### src/rtl/core/scc_ram.sv
// ----------------------------------------------------------------------------
// Generic simple dual-port RAM
// One write port and one read port with a registered read.
// ----------------------------------------------------------------------------
module scc_ram #(
   parameter int WIDTH = 64,
   parameter int DEPTH = 32
) (
   input  logic                     clock,
   input  logic                     wr_en,
   input  logic [$clog2(DEPTH)-1:0] wr_addr,
   input  logic [WIDTH-1:0]         wr_data,
   input  logic [$clog2(DEPTH)-1:0] rd_addr,
   output logic [WIDTH-1:0]         rd_data
);

   logic [WIDTH-1:0] mem_ff [DEPTH];

   always_ff @(posedge clock) begin
      if (wr_en) begin
         mem_ff[wr_addr] <= wr_data;
      end
      rd_data <= mem_ff[rd_addr];
   end

endmodule

### config.mk
export PLATFORM = sky130hd
export DESIGN_NAME = scc_ram
export DESIGN_NICKNAME = d
export VERILOG_FILES = /design/src/rtl/core/scc_ram.sv
export SDC_FILE = /design/constraint.sdc
export NUM_CORES = 2
export LEC_CHECK = 0
export BUFFER_PORTS_ARGS = -buffer_cell sky130_fd_sc_hd__buf_4
export CORE_UTILIZATION = 60
export DETAILED_ROUTE_END_ITERATION = 16
export GPL_ROUTABILITY_DRIVEN = 0
export PLACE_DENSITY = 0.89
export SLEW_MARGIN = 10
export SYNTH_ARGS = -nofsm -noshare
export SYNTH_HDL_FRONTEND = slang
export SYNTH_SLANG_ARGS = --single-unit
### constraint.sdc
create_clock -name clock -period 9.1 [get_ports clock]
set_input_delay 1.82 -clock clock [delete_from_list [all_inputs] [get_ports clock]]
set_output_delay 1.82 -clock clock [all_outputs]
set_load 0.1 [all_outputs]
Yosys cells after proc, flatten, opt, wreduce, memory -nomap -nowiden --
Memories as Yosys holds them, arrays and structs flattened. A register that Yosys moved wholly into a read port is not among the register bits. Index checks and enable logic that the tools add are counted.
Word-level totals: register bits after elaboration 0, RAM bits 2048, output and inout bits 64, memories kept 1
Operators by class: multiplexer cells 2
Memory list:
- mem_ff | depth 32, width 64, rd ports 1, clocked after Yosys merged registers in 1, wr ports 1, RTL line 17 | logic [WIDTH-1:0] mem_ff [DEPTH];
Operator list (count):
- 1-bit 2-to-1 mux | 2

Longest topological paths before layout --
depth after elaboration 2, gate-level depth with buffers 9, depth with buffers taken out 4

Worst setup path after synthesis --
OpenSTA, ideal clock, no wires.
path type input-to-reg, start input port wr_addr[1], end memory mem_ff[12][0] (enable), path slack 3458 ps, path buffers 1, arrival time 5156 ps, cell stages on the path 3, library setup time 486 ps, data required time 8614 ps, cell sequence or3b_2 clkbuf_1 nor2_1
RTL lines:
- start, declared | RTL line 11 | input logic [$clog2(DEPTH)-1:0] wr_addr,
- end, declared | RTL line 17
Straight into the memory's write port.

Final worst setup path --
start input port wr_en, end memory mem_ff[15][14] (enable)
Between the ends: cells in the longest elaborated chain, start to end 2
Ends and longest elaborated chain:
- start, declared | RTL line 10 | input logic wr_en,
- 1-bit 2-to-1 mux | RTL line 20 | if (wr_en) begin
- 1-bit 2-to-1 mux (not written as such) | RTL line 21 | mem_ff[wr_addr] <= wr_data;
No other way between the ends.

==> key figures <==
Critical path
  • Cell type group with the largest total delay on the critical path: simple AND/OR/NAND/NOR gates
  • Slowest cell on the critical path: nor2_4
  • Data required time at the worst endpoint: 9.55 ns
  • Highest fanout seen on the critical path: 44
  • Type of element launching the critical path: input port
  • Number of gates on the worst path with buffers counted: 4
  • Number of cells traversed by the worst register-to-register path: 3
  • Most used cell along the critical path: buf_4
  • Largest stage delay, worst path: 1.26 ns
  • Worst EP arrival: 5.02 ns
  • Critical-path cell list: buf_4 -> nand3_1 -> nor2_4 -> buf_4
  • Reg-to-reg setup timing slack: 7.03 ns
  • Worst path bufs/invs: 2
  • Worst Path Class, Setup: in2reg
  • Sort of element at the end of the critical path: flop

Die
  • Top-Level Pins: 140
  • Die Wd: 364.8 um
  • Floorplan die area: 133,100 sq um
  • Die Ht: 364.8 um
  • Effective utilization at floorplan: 0.6075
  • Core Rows: 132
  • Floorplan Core Area: 130,000 sq um

Routing
  • Via count: 38,925
  • Pre-antenna DRT Iters: 6
  • Vias per std cell: 7.393
  • Count of routing violations after the opening detailed-route iteration: 7,229
  • Remaining DRCs: 0
  • Routed wire per std cell: 43.09 um
  • Routed Antenna Nets: 0
  • Detailed Route WL: 226.9 mm

Finish
  • Area Growth Syn to Fin: 12.24%
  • Final core utilization: 0.6819
  • Combined flip-flop and latch cell area: 62,780 sq um
  • Ratio of cells with drive above 1 in the final layout: 0.3405
  • Layout net count: 3,417
  • Final Non-Filler Cells: 5,265
  • Multi-input gate area in the final layout: 15,680 sq um
  • Filler Cells Inserted: 7,023
  • Post-layout instance area: 88,630 sq um

Synth
  • Synthesized instance count: 3,097
  • Seq/Total Area, Yosys: 0.7950
  • Number of flip-flops and latches in the synthesized netlist: 2,112
  • Ys Warns: 0
  • Synth unique cells: 31
  • Syn Area/Cell: 25.50 sq um
  • Cell area after synthesis: 78,960 sq um
  • Net count after synthesis: 3,173

Timing
  • Transition time at the pin with the least slew margin: 1.244 ns
  • RSZ-0062 raised after global routing: false
  • Post-Route Setup TNS: 0 ns
  • Fraction of the cycle the final worst path needs: 0.5030
  • Fmax: 218.5 MHz
  • Post-Route Hold Slack: 0.8915 ns
  • Hold violation count in the final report: 0
  • Final Max Tran Viols: 0
  • Worst setup skew after layout: 0.02334 ns
  • Relative slew margins: 0.1687
  • Final worst path period need: 4.577 ns
  • Finish-stage setup viols: 0

Placed design
  • Post-placement cell area: 82,300 sq um
  • Post-detailed-placement half-perimeter wirelength: 106.5 mm
  • Instance count after placement with tap cells included: 4,887
  • Number of buffers inserted by port buffering: 139

Global route
  • Total overflow reported by the global router: 0
  • Number of global-route vias before repair: 40,173
  • Global-route wire length before repair: 314.3 mm
  • Number of antenna violations at the first check in global routing: 13
  • Largest net degree at the start of global routing: 123
  • Busiest grt layer: met2
  • Overall routing resource usage: 0.3505
  • Global-route track usage on met3: 0.08275
  • GR met2 Demand/Resource: 0.5672
  • Global routing met1 resource utilization: 0.4269

Clock tree
  • TritonCTS Buffers: 193
  • Clock latency on the worst-skew pair: 0.84 ns
  • Clock input transition at the sequential cells of the worst setup and hold paths: 0.06 ns
  • Longest Clk Path Bufs: 3
  • Clock root buffer: clkbuf_16
  • Number of hold-repair buffers added at the cts stage: 0
  • Number of buffers inserted to repair setup after CTS: 0
  • TritonCTS clock tree: built
  • Number of levels in the clock H-tree: 4
  • Sink count of the clock tree: 2,112
  • Number of gates given a new drive strength after cts: 0

Min path
  • Worst min-delay path category: reg2reg
  • Cell count of the worst hold path: 4

Run status
  • Run status: complete, no violations

Run
  • Number of maximum-capacitance constraint violations: 0

Power and ir drop
  • Pleak: 0.02764 uW
  • Largest voltage drop on the vdd net: 0.1603 mV
  • Areal power density over the cells: 231.0 nW/um^2
final timing paths:
check / start / end
hold / removal: mem_ff[0][13]$_DFFE_PP_ / rd_data[13]$_DFF_P_
setup reg to reg: mem_ff[3][56]$_DFFE_PP_ / rd_data[56]$_DFF_P_
setup / recovery: wr_en / mem_ff[15][14]$_DFFE_PP_
hold reg to reg: mem_ff[0][13]$_DFFE_PP_ / rd_data[13]$_DFF_P_
cells in the final DEF (no fill, tap or decap), types with 18 or more instances in the layout:
cell and instances:
clkbuf_16 196, edfxtp_1 2048, clkbuf_1 38, nor2_4 32
clkinv_1 48, bufinv_16 18, clkinv_2 37, dfxtp_1 64
mux2i_1 38, mux4_2 602, buf_4 192, mux2_2 74
flip-flops by register name, indices dropped and copies added, names as in the netlist:
signal / flops
mem_ff: 2048
rd_data: 64
metrics by stage:
step           power (uW)  setup WS (ns)
5_1_grt             20830          4.617
3_3_place_gp        12280          4.000
2_1_floorplan       11880          3.458
6_report            20470          4.523
3_5_place_dp        12350          3.822
4_1_cts             20460          4.591
tightest hold or removal path, stage by stage (launching register included):
cell and delay [ns]:
edfxtp_1 0.32, mux4_2 0.23, mux2i_1 0.07, nor2_1 0.10
o31a_1 0.14
kinds of logic after synthesis:
family,synth area share
DFF,0.7950
muxes,0.1871
buffers and inverters,0.009444
and+or+nand+nor,0.003787
AOI/OAI and AO/OA,0.004659
power by group:
| part | leakage, uW | internal [uW] | total (uW) | switching (uW) |
|---|---|---|---|---|
| registers | 0.0190 | 10800 | 10900 | 93.4 |
| logic | 0.00558 | 434 | 1290 | 861 |
| clock network | 0.00307 | 4550 | 8270 | 3720 |
| total | 0.0276 | 15800 | 20500 | 4680 |
synthesized netlist by cell type, drive strengths merged:
library cell  instances  share of area
a22oi                 3        0.00029
nor2                 41         0.0019
edfxtp             2048           0.78
a221oi               12         0.0013
nand2                 3        0.00014
nor2b                 4        0.00032
o22ai                10        0.00079
mux2                 74          0.011
clkbuf               55         0.0026
and2                  4        0.00032
mux2i                38         0.0048
inv                   1       0.000047
nand3                 2        0.00013
a211oi                3        0.00029
a22o                  1        0.00011
or3                   1       0.000079
nand3b                5        0.00048
o221ai                3        0.00033
buf                 101         0.0068
nand2b                2        0.00016
o2bb2ai               3        0.00033
o31a                  3        0.00033
dfxtp                64          0.016
o21ai                 9        0.00057
o211ai                3        0.00029
mux4                602           0.17
or3b                  2        0.00022
area by class of cell:
type | count | share of cell area
Multi-Input combinational cell | 828 | 0.1769
Sequential cell | 2112 | 0.7083
Timing Repair Buffer | 205 | 0.01900
Tap cell | 1742 | 0.02459
Antenna cell | 11 | 0.0003106
Inverter | 1 | 0.00004235
Clock inverter | 123 | 0.01248
Clock buffer | 243 | 0.05835
per-layer routing:
metal | up-vias | routed length [um]
li1 | 13991 | -
met1 | 20020 | 69250
met2 | 4029 | 113500
met3 | 873 | 28430
met4 | 12 | 15640
met5 | - | 92
No activity file was read; power rests on OpenSTA's default activity.
